$ cat src/hdl/lgf_pkg.sv
// ----------------------------------------------------------------------------
// lgf_pkg
// Shared widths, constants and the sequencer state type of the launch grid
// factorizer.
// ----------------------------------------------------------------------------
`default_nettype none

package lgf_pkg;

    localparam int unsigned WIDE_W   = 64;
    localparam int unsigned GRID_W   = 32;
    localparam int unsigned EXT_W    = 31;
    localparam int unsigned PROD_W   = WIDE_W + EXT_W;
    localparam int unsigned DCNT_W   = 7;
    localparam int unsigned MCNT_W   = 5;

    localparam logic [DCNT_W-1:0] DIV_STEPS = DCNT_W'(WIDE_W);
    localparam logic [MCNT_W-1:0] MUL_STEPS = MCNT_W'(EXT_W);

    localparam logic [GRID_W-1:0] GRID_MAX = {GRID_W{1'b1}};

    typedef enum logic [2:0] {
        ST_IDLE,
        ST_DIV_T,
        ST_MUL_X,
        ST_MUL_Y,
        ST_ABS_X,
        ST_ABS_Y,
        ST_OUT
    } state_t;

endpackage

`default_nettype wire

$ cat src/hdl/lgf_div.sv
// ----------------------------------------------------------------------------
// lgf_div
// Bit-serial restoring divider: one quotient bit per cycle.
// ----------------------------------------------------------------------------
`default_nettype none

module lgf_div (
    input  wire logic                       clk,
    input  wire logic                       rst_n,
    input  wire logic                       start,
    input  wire logic [lgf_pkg::WIDE_W-1:0] dividend,
    input  wire logic [lgf_pkg::WIDE_W-1:0] divisor,
    output logic                            done,
    output logic [lgf_pkg::WIDE_W-1:0]      quotient,
    output logic [lgf_pkg::WIDE_W-1:0]      remainder
);

    logic [lgf_pkg::WIDE_W-1:0] n_reg, n_next;
    logic [lgf_pkg::WIDE_W-1:0] d_reg, d_next;
    logic [lgf_pkg::WIDE_W-1:0] r_reg, r_next;
    logic [lgf_pkg::DCNT_W-1:0] cnt_reg, cnt_next;
    logic                       busy_reg, busy_next;
    logic                       done_reg, done_next;
    logic [lgf_pkg::WIDE_W:0]   shifted;
    logic [lgf_pkg::WIDE_W+1:0] diff;

    always_comb
    begin
        shifted   = {r_reg, n_reg[lgf_pkg::WIDE_W-1]};
        diff      = {1'b0, shifted} - {2'b00, d_reg};
        n_next    = n_reg;
        d_next    = d_reg;
        r_next    = r_reg;
        cnt_next  = cnt_reg;
        busy_next = busy_reg;
        done_next = 1'b0;
        if (start)
        begin
            n_next    = dividend;
            d_next    = divisor;
            r_next    = '0;
            cnt_next  = lgf_pkg::DIV_STEPS;
            busy_next = 1'b1;
        end
        else if (busy_reg)
        begin
            // A negative trial difference means the bit is zero; keep the shift.
            n_next = {n_reg[lgf_pkg::WIDE_W-2:0], ~diff[lgf_pkg::WIDE_W+1]};
            r_next = diff[lgf_pkg::WIDE_W+1] ? shifted[lgf_pkg::WIDE_W-1:0]
                                               : diff[lgf_pkg::WIDE_W-1:0];
            cnt_next = cnt_reg - 1'b1;
            if (cnt_reg == lgf_pkg::DCNT_W'(1))
            begin
                busy_next = 1'b0;
                done_next = 1'b1;
            end
        end
    end

    always_ff @(posedge clk or negedge rst_n)
    begin
        if (!rst_n)
        begin
            cnt_reg  <= '0;
            busy_reg <= 1'b0;
            done_reg <= 1'b0;
        end
        else
        begin
            cnt_reg  <= cnt_next;
            busy_reg <= busy_next;
            done_reg <= done_next;
        end
    end

    always_ff @(posedge clk)
    begin
        n_reg <= n_next;
        d_reg <= d_next;
        r_reg <= r_next;
    end

    assign done      = done_reg;
    assign quotient  = n_reg;
    assign remainder = r_reg;

endmodule

`default_nettype wire

$ cat src/hdl/lgf_mul.sv
// ----------------------------------------------------------------------------
// lgf_mul
// Bit-serial shift-and-add multiplier: one multiplier bit per cycle.
// ----------------------------------------------------------------------------
`default_nettype none

module lgf_mul (
    input  wire logic                       clk,
    input  wire logic                       rst_n,
    input  wire logic                       start,
    input  wire logic [lgf_pkg::WIDE_W-1:0] multiplicand,
    input  wire logic [lgf_pkg::EXT_W-1:0]  multiplier,
    output logic                            done,
    output logic [lgf_pkg::PROD_W-1:0]      product
);

    logic [lgf_pkg::WIDE_W-1:0] a_reg, a_next;
    logic [lgf_pkg::EXT_W-1:0]  b_reg, b_next;
    logic [lgf_pkg::PROD_W-1:0] acc_reg, acc_next;
    logic [lgf_pkg::MCNT_W-1:0] cnt_reg, cnt_next;
    logic                       busy_reg, busy_next;
    logic                       done_reg, done_next;

    always_comb
    begin
        a_next    = a_reg;
        b_next    = b_reg;
        acc_next  = acc_reg;
        cnt_next  = cnt_reg;
        busy_next = busy_reg;
        done_next = 1'b0;
        if (start)
        begin
            a_next    = multiplicand;
            b_next    = multiplier;
            acc_next  = '0;
            cnt_next  = lgf_pkg::MUL_STEPS;
            busy_next = 1'b1;
        end
        else if (busy_reg)
        begin
            // Multiplier bits are taken most significant first.
            acc_next = {acc_reg[lgf_pkg::PROD_W-2:0], 1'b0}
                     + (b_reg[lgf_pkg::EXT_W-1]
                        ? {{lgf_pkg::EXT_W{1'b0}}, a_reg} : '0);
            b_next   = {b_reg[lgf_pkg::EXT_W-2:0], 1'b0};
            cnt_next = cnt_reg - 1'b1;
            if (cnt_reg == lgf_pkg::MCNT_W'(1))
            begin
                busy_next = 1'b0;
                done_next = 1'b1;
            end
        end
    end

    always_ff @(posedge clk or negedge rst_n)
    begin
        if (!rst_n)
        begin
            cnt_reg  <= '0;
            busy_reg <= 1'b0;
            done_reg <= 1'b0;
        end
        else
        begin
            cnt_reg  <= cnt_next;
            busy_reg <= busy_next;
            done_reg <= done_next;
        end
    end

    always_ff @(posedge clk)
    begin
        a_reg   <= a_next;
        b_reg   <= b_next;
        acc_reg <= acc_next;
    end

    assign done    = done_reg;
    assign product = acc_reg;

endmodule

`default_nettype wire

$ cat src/hdl/launch_grid_factorizer.sv
// ----------------------------------------------------------------------------
// launch_grid_factorizer
// Builds a two-dimensional launch grid from a stream of array dimensions.
// ----------------------------------------------------------------------------
//  channel | direction | handshake          | payload
//  in      | input     | in_valid/in_stall  | first, thread_count, extent,
//          |           |                    | stride_is_zero, last
//  out     | output    | out_valid/out_stall| grid_major, grid_minor,
//          |           |                    | factor_error
//
// A skipped dimension is handled in ST_IDLE alone; any other item makes up
// to three passes of the serial divider and up to two passes of the serial
// multiplier. A last item then goes through ST_OUT to load the result
// register.
// One item is worked on at a time; in_stall is high while an item is busy.
// A finished result waits in the output register; the next item is taken
// meanwhile and stalls only if its own result finds the register still full.
// Reset gives x = 1, y = 1, no threads left and no overflow.
// ----------------------------------------------------------------------------
`default_nettype none

module launch_grid_factorizer (
    input  wire logic                        clk,
    input  wire logic                        rst_n,
    input  wire logic                        in_valid,
    output logic                             in_stall,
    input  wire logic                        first,
    input  wire logic [lgf_pkg::WIDE_W-1:0]  thread_count,
    input  wire logic [lgf_pkg::EXT_W-1:0]   extent,
    input  wire logic                        stride_is_zero,
    input  wire logic                        last,
    output logic                             out_valid,
    input  wire logic                        out_stall,
    output logic [lgf_pkg::GRID_W-1:0]       grid_major,
    output logic [lgf_pkg::GRID_W-1:0]       grid_minor,
    output logic                             factor_error
);

    lgf_pkg::state_t state_reg, state_next;

    logic [lgf_pkg::GRID_W-1:0] x_reg, x_next;
    logic [lgf_pkg::WIDE_W-1:0] y_reg, y_next;
    logic [lgf_pkg::WIDE_W-1:0] t_reg, t_next;
    logic                       ovf_reg, ovf_next;
    logic [lgf_pkg::EXT_W-1:0]  ext_reg, ext_next;
    logic                       last_reg, last_next;
    logic                       launched_reg, launched_next;

    logic                       ov_reg, ov_next;
    logic [lgf_pkg::GRID_W-1:0] maj_reg, maj_next;
    logic [lgf_pkg::GRID_W-1:0] min_reg, min_next;
    logic                       err_reg, err_next;

    logic                       div_start, div_done;
    logic [lgf_pkg::WIDE_W-1:0] div_num, div_den, div_quot, div_rem;
    logic                       mul_start, mul_done;
    logic [lgf_pkg::WIDE_W-1:0] mul_a;
    logic [lgf_pkg::PROD_W-1:0] mul_prod;

    logic                       accept;
    logic                       slot_free;
    logic                       err_now;
    logic                       y_small;
    logic                       t_big;

    lgf_div u_div (
        .clk       (clk),
        .rst_n     (rst_n),
        .start     (div_start),
        .dividend  (div_num),
        .divisor   (div_den),
        .done      (div_done),
        .quotient  (div_quot),
        .remainder (div_rem)
    );

    lgf_mul u_mul (
        .clk          (clk),
        .rst_n        (rst_n),
        .start        (mul_start),
        .multiplicand (mul_a),
        .multiplier   (ext_reg),
        .done         (mul_done),
        .product      (mul_prod)
    );

    assign accept    = in_valid && !in_stall;
    assign slot_free = !ov_reg || !out_stall;
    assign t_big     = t_reg > lgf_pkg::WIDE_W'(1);
    assign y_small   = y_reg[lgf_pkg::WIDE_W-1:lgf_pkg::GRID_W] == '0;
    assign err_now   = ovf_reg || !y_small || t_big;

    always_comb
    begin
        state_next    = state_reg;
        x_next        = x_reg;
        y_next        = y_reg;
        t_next        = t_reg;
        ovf_next      = ovf_reg;
        ext_next      = ext_reg;
        last_next     = last_reg;
        launched_next = launched_reg;
        ov_next       = ov_reg;
        maj_next      = maj_reg;
        min_next      = min_reg;
        err_next      = err_reg;
        in_stall      = 1'b1;
        div_start     = 1'b0;
        mul_start     = 1'b0;
        div_num       = t_reg;
        div_den       = {{(lgf_pkg::WIDE_W-lgf_pkg::EXT_W){1'b0}}, ext_reg};
        mul_a         = {{(lgf_pkg::WIDE_W-lgf_pkg::GRID_W){1'b0}}, x_reg};

        if (ov_reg && !out_stall)
        begin
            ov_next = 1'b0;
        end

        unique case (state_reg)
            lgf_pkg::ST_IDLE:
            begin
                in_stall = 1'b0;
                if (in_valid)
                begin
                    ext_next  = extent;
                    last_next = last;
                    if (first)
                    begin
                        x_next   = lgf_pkg::GRID_W'(1);
                        y_next   = lgf_pkg::WIDE_W'(1);
                        ovf_next = 1'b0;
                        t_next   = thread_count;
                    end
                    priority if (stride_is_zero)
                    begin
                        state_next = last ? lgf_pkg::ST_OUT : lgf_pkg::ST_IDLE;
                    end
                    else if (extent != '0)
                    begin
                        state_next = lgf_pkg::ST_DIV_T;
                    end
                    else
                    begin
                        state_next = lgf_pkg::ST_MUL_X;
                    end
                end
            end

            lgf_pkg::ST_DIV_T:
            begin
                div_start = !launched_reg;
                if (div_start)
                begin
                    launched_next = 1'b1;
                end
                if (div_done)
                begin
                    launched_next = 1'b0;
                    if (div_rem == '0)
                    begin
                        t_next     = div_quot;
                        state_next = last_reg ? lgf_pkg::ST_OUT : lgf_pkg::ST_IDLE;
                    end
                    else
                    begin
                        state_next = lgf_pkg::ST_MUL_X;
                    end
                end
            end

            lgf_pkg::ST_MUL_X:
            begin
                mul_start = !launched_reg;
                if (mul_start)
                begin
                    launched_next = 1'b1;
                end
                if (mul_done)
                begin
                    launched_next = 1'b0;
                    if (mul_prod[lgf_pkg::PROD_W-1:lgf_pkg::GRID_W] == '0 &&
                        mul_prod[lgf_pkg::GRID_W-1:0] != lgf_pkg::GRID_MAX)
                    begin
                        x_next     = mul_prod[lgf_pkg::GRID_W-1:0];
                        state_next = t_big ? lgf_pkg::ST_ABS_X
                                   : (last_reg ? lgf_pkg::ST_OUT : lgf_pkg::ST_IDLE);
                    end
                    else
                    begin
                        state_next = lgf_pkg::ST_MUL_Y;
                    end
                end
            end

            lgf_pkg::ST_MUL_Y:
            begin
                mul_a     = y_reg;
                mul_start = !launched_reg;
                if (mul_start)
                begin
                    launched_next = 1'b1;
                end
                if (mul_done)
                begin
                    launched_next = 1'b0;
                    // Any bit at 64 or above means the product would wrap, so y saturates.
                    if (mul_prod[lgf_pkg::PROD_W-1:lgf_pkg::WIDE_W] != '0)
                    begin
                        y_next   = '1;
                        ovf_next = 1'b1;
                    end
                    else
                    begin
                        y_next = mul_prod[lgf_pkg::WIDE_W-1:0];
                    end
                    state_next = t_big ? lgf_pkg::ST_ABS_X
                               : (last_reg ? lgf_pkg::ST_OUT : lgf_pkg::ST_IDLE);
                end
            end

            lgf_pkg::ST_ABS_X:
            begin
                div_num   = {{(lgf_pkg::WIDE_W-lgf_pkg::GRID_W){1'b0}}, x_reg};
                div_den   = t_reg;
                div_start = !launched_reg;
                if (div_start)
                begin
                    launched_next = 1'b1;
                end
                if (div_done)
                begin
                    launched_next = 1'b0;
                    if (div_rem == '0)
                    begin
                        x_next     = div_quot[lgf_pkg::GRID_W-1:0];
                        t_next     = lgf_pkg::WIDE_W'(1);
                        state_next = last_reg ? lgf_pkg::ST_OUT : lgf_pkg::ST_IDLE;
                    end
                    else
                    begin
                        state_next = lgf_pkg::ST_ABS_Y;
                    end
                end
            end

            lgf_pkg::ST_ABS_Y:
            begin
                div_num   = y_reg;
                div_den   = t_reg;
                div_start = !launched_reg;
                if (div_start)
                begin
                    launched_next = 1'b1;
                end
                if (div_done)
                begin
                    launched_next = 1'b0;
                    if (div_rem == '0)
                    begin
                        y_next = div_quot;
                        t_next = lgf_pkg::WIDE_W'(1);
                    end
                    state_next = last_reg ? lgf_pkg::ST_OUT : lgf_pkg::ST_IDLE;
                end
            end

            lgf_pkg::ST_OUT:
            begin
                if (slot_free)
                begin
                    ov_next  = 1'b1;
                    err_next = err_now;
                    if (err_now)
                    begin
                        maj_next = '0;
                        min_next = '0;
                    end
                    else if (y_reg[lgf_pkg::GRID_W-1:0] > x_reg)
                    begin
                        maj_next = y_reg[lgf_pkg::GRID_W-1:0];
                        min_next = x_reg;
                    end
                    else
                    begin
                        maj_next = x_reg;
                        min_next = y_reg[lgf_pkg::GRID_W-1:0];
                    end
                    state_next = lgf_pkg::ST_IDLE;
                end
            end

            default:
            begin
                state_next = lgf_pkg::ST_IDLE;
            end
        endcase
    end

    always_ff @(posedge clk or negedge rst_n)
    begin
        if (!rst_n)
        begin
            state_reg    <= lgf_pkg::ST_IDLE;
            x_reg        <= lgf_pkg::GRID_W'(1);
            y_reg        <= lgf_pkg::WIDE_W'(1);
            t_reg        <= '0;
            ovf_reg      <= 1'b0;
            last_reg     <= 1'b0;
            launched_reg <= 1'b0;
            ov_reg       <= 1'b0;
        end
        else
        begin
            state_reg    <= state_next;
            x_reg        <= x_next;
            y_reg        <= y_next;
            t_reg        <= t_next;
            ovf_reg      <= ovf_next;
            last_reg     <= last_next;
            launched_reg <= launched_next;
            ov_reg       <= ov_next;
        end
    end

    always_ff @(posedge clk)
    begin
        ext_reg <= ext_next;
        maj_reg <= maj_next;
        min_reg <= min_next;
        err_reg <= err_next;
    end

    assign out_valid    = ov_reg;
    assign grid_major   = maj_reg;
    assign grid_minor   = min_reg;
    assign factor_error = err_reg;

    a_err_zero: assert property (@(posedge clk) disable iff (!rst_n)
        out_valid && factor_error |-> grid_major == '0 && grid_minor == '0)
        else $error("error result carries nonzero grid sizes");

    a_order: assert property (@(posedge clk) disable iff (!rst_n)
        out_valid && !factor_error |-> grid_major >= grid_minor)
        else $error("grid sizes out of order");

    a_one_unit: assert property (@(posedge clk) disable iff (!rst_n)
        !(div_start && mul_start))
        else $error("divider and multiplier started together");

    a_accept_idle: assert property (@(posedge clk) disable iff (!rst_n)
        accept |=> state_reg != lgf_pkg::ST_IDLE || !last_reg || $past(stride_is_zero))
        else $error("item with work returned to idle at once");

endmodule

`default_nettype wire
$ cat config.mk
export PLATFORM = sky130hd
export DESIGN_NAME = launch_grid_factorizer
export DESIGN_NICKNAME = d
export VERILOG_FILES = /design/src/hdl/lgf_pkg.sv /design/src/hdl/lgf_div.sv /design/src/hdl/lgf_mul.sv /design/src/hdl/launch_grid_factorizer.sv
export SDC_FILE = /design/constraint.sdc
export NUM_CORES = 2
export LEC_CHECK = 0
export ABC_AREA = 1
export BUFFER_PORTS_ARGS = -buffer_cell sky130_fd_sc_hd__buf_2
export CAP_MARGIN = 10
export CORE_AREA = 2 2 305 307
export DETAILED_ROUTE_END_ITERATION = 10
export DIE_AREA = 0 0 307 309
export PLACE_DENSITY_LB_ADDON = 0.1
export SYNTH_ARGS = -nofsm -noshare
export SYNTH_HDL_FRONTEND = slang
export SYNTH_SLANG_ARGS = --single-unit
$ cat constraint.sdc
create_clock -name clk -period 10.35 [get_ports clk]
set_input_delay 0 -clock clk [delete_from_list [all_inputs] [get_ports clk]]
set_output_delay 0 -clock clk [all_outputs]
set_load 0.01 [all_outputs]
==> flow_metrics.tcl <==
set metrics [dict create \
    outcome "complete, no violations" \
    track_usage_pct 35.1 \
    gp_congestion 1.02 \
    die_height_um 309 \
    initial_core_util_pct 49.8 \
    largest_reg_flops 95 \
    setup_viol_count_final 0 \
    antenna_found_initial 2 \
    grt_overflow_total 0 \
    fin_worst_skew_ns 0.0276 \
    drc_errors 0 \
    clkLatencyLatePin_ns 0.66 \
    most-common-layout-cells "nand2_1, inv_1, nor2_1" \
    fin_nets 7354 \
    synthTopCellsByArea "edfxtp_1, nand2_1, inv_1, dfrtp_1, dfxtp_1" \
    cts_tree "done" \
    worstHoldEndpoint "ext_reg[12]$_DFFE_PP_" \
    cap_viol_max_count 0 \
    syn_avg_cell_area_um2 6.57 \
    io_buffers 168 \
    layout.cells.non_filler 8340 \
    netlist_instances 6930 \
    hpwl_um 129000 \
    ys_seq_area_share_pct 38.1 \
    fin_crit_sh_pct 42.5 \
    synth_seq_cells 661 \
    routedWlPerCell_um 20.2 \
    critical_path_class "reg -> reg" \
    final_layout_size_suffix_gt1_share_pct 5.33 \
    hold_path.class "in -> reg" \
    grt_start_max_net_pins 129 \
    worst_setup_path_start_kind "flip-flop" \
    post-route-util_pct 55.7 \
    slew_headroom_pct 22.8 \
    synth-async-reset-ratio_pct 27.7 \
    drtAntennaViolNets 0 \
    cts_sinks 661 \
    drt_pre_antenna_iters 8 \
    synth_nets 7197 \
    dieArea_mm2 0.0949 \
    rows 111 \
    cts_buffers 79 \
    clock.fmax_ghz 0.227 \
    ctsResizeCount 0 \
    netlist.area_leader.share_pct 21.0 \
    min_path_cells 2 \
    grt_pass1_wl_um 253000 \
    antenna_cells 0 \
    clockBufferDepth 3 \
    final_common_cell "nand2_1" \
    cp.required_ns 10.62 \
    area_growth_pct 11.8 \
    worstSetupEndpointType "flip-flop" \
    hold_violations 0 \
    die_x_um 307 \
    rsz0062_at_grt "no" \
    hp-start "extent[12]" \
    via_count 44800 \
    vdd_drop_max_v 0.000115 \
    r2r_slack_ns 5.95 \
    r2r_start "state_reg[2]$_DFFE_PN0P_" \
    reg2reg_depth 8 \
    setup_tns_ns 0 \
    dp_cells 8089 \
    max_slew.worst_pin.slew_ns 1.16 \
    powerDensity_mw_per_mm2 137 \
    clk_pin_slew_ns 0.06 \
    io_pins 169 \
    yosys_warnings 0 \
    synth_edf_count 319 \
    total_leakage_power_nw 26.3 \
    path_max_fanout 66 \
    netlist_area_mm2 0.0455 \
    synth_cell_type_count 48 \
    drt_iter0_drc 4732 \
    finalWirelength_um 168000 \
    yosys.area.top_type "edfxtp_1" \
    period_minus_slack_ns 4.40 \
    crit_arrival_ns 4.67 \
    synth_flop_cell "edfxtp_1" \
    via_per_inst 5.37 \
    reg2reg_to "u_div.quotient[11]$_DFFE_PP_" \
    grt_pass1_vias 42300 \
    slew_viol_final 0 \
    cts_max_level 3 \
    cts_root_buf "clkbuf_16" \
    core-area_mm2 0.0914 \
]
-- layer usage --
layer	track usage, %	up-vias	routed length (um)
met3	5.25	358	12500
met2	56.4	1681	75300
met5	0	-	12
li1	-	22100	-
met4	14.7	2	7820
met1	47.4	20700	72600
-- cells in the mapped netlist, types with 50 or more instances --
cell         n
nand2_1   2203
inv_1     1454
edfxtp_1   319
dfrtp_1    181
nor2_1     532
a21oi_1    244
o21ai_1     68
clkbuf_1   154
a221oi_1    51
nor3_1      50
ha_1       163
dfxtp_1    159
nand3_1    380
nand4_1    163
o21ai_0    478
-- what timing repair did --
item	in CTS	in global routing
hold buffers	103	0
setup buffers	0	0
hold endpoints to repair	184	0
endpoints found under the setup margin	0	0
-- final cells by class --
type | count | area, um2
clock buffers | 115 | 2240
multi-input cells | 4567 | 21800
clock inverters | 33 | 347
repair buffers | 311 | 2190
inverters | 1467 | 5510
fillers | 9152 | 40500
flip-flops and latches | 661 | 17300
well taps | 1186 | 1480
-- worst max-delay path, stage by stage (launching register included) --
cell      delay (ns)
dfrtp_1         0.55
nor2_1          0.10
nor2_1          0.31
inv_2           0.04
buf_4           0.35
nor2_4          0.40
clkinv_2        0.65
nand2_4         0.83
buf_4           0.69
-- kinds of logic (layout without fill, tap and decap cells) --
logic type / Yosys count / after routing / synth area share, %
and+or+nand+nor: 3377 / 3377 / 30.2
buffers and inverters: 1702 / 1926 / 14.3
AOI/OAI and AO/OA: 956 / 956 / 11.5
DFF: 661 / 661 / 38.1
adders and majority gates: 165 / 165 / 4.57
xor gates and xnor gates: 69 / 69 / 1.33
-- worst max path at each step --
stage	depth (start not counted)	endpoint	slack (ns)	from
final	8	u_div.quotient[11]$_DFFE_PP_	5.95	state_reg[2]$_DFFE_PN0P_
after global routing	8	u_div.quotient[16]$_DFFE_PP_	5.71	state_reg[2]$_DFFE_PN0P_
after CTS	8	u_div.quotient[16]$_DFFE_PP_	6.03	state_reg[2]$_DFFE_PN0P_
after detailed placement	8	u_div.quotient[3]$_DFFE_PP_	6.05	state_reg[2]$_DFFE_PN0P_
after global placement	8	u_div.quotient[3]$_DFFE_PP_	6.12	state_reg[2]$_DFFE_PN0P_
after floorplan	8	u_mul.b_reg[0]$_SDFFCE_PN0P_	4.32	state_reg[2]$_DFFE_PN0P_
-- per-stage QoR --
step / total power, mW / hold WS, ns / worst slack, ns / cell area, um2
after global routing: 7.27 / 0.0753 / 5.71 / 50900
final: 6.97 / 0.0816 / 5.95 / 50900
after global placement: 4.14 / 0.114 / 6.12 / 47300
after floorplan: 3.72 / -0.296 / 4.32 / 45500
after CTS: 6.99 / 0.0503 / 6.03 / 50900
after detailed placement: 4.14 / 0.110 / 6.05 / 47300
-- report_power, final --
part	leakage [nW]	total [mW]	switching [mW]	internal (mW)
registers	5.80	2.79	0.0210	2.76
clock network	1.26	2.83	1.20	1.62
logic	19.2	1.36	0.954	0.402
total	26.3	6.97	2.18	4.79
Note: power is estimated with default switching activity, not from simulation.
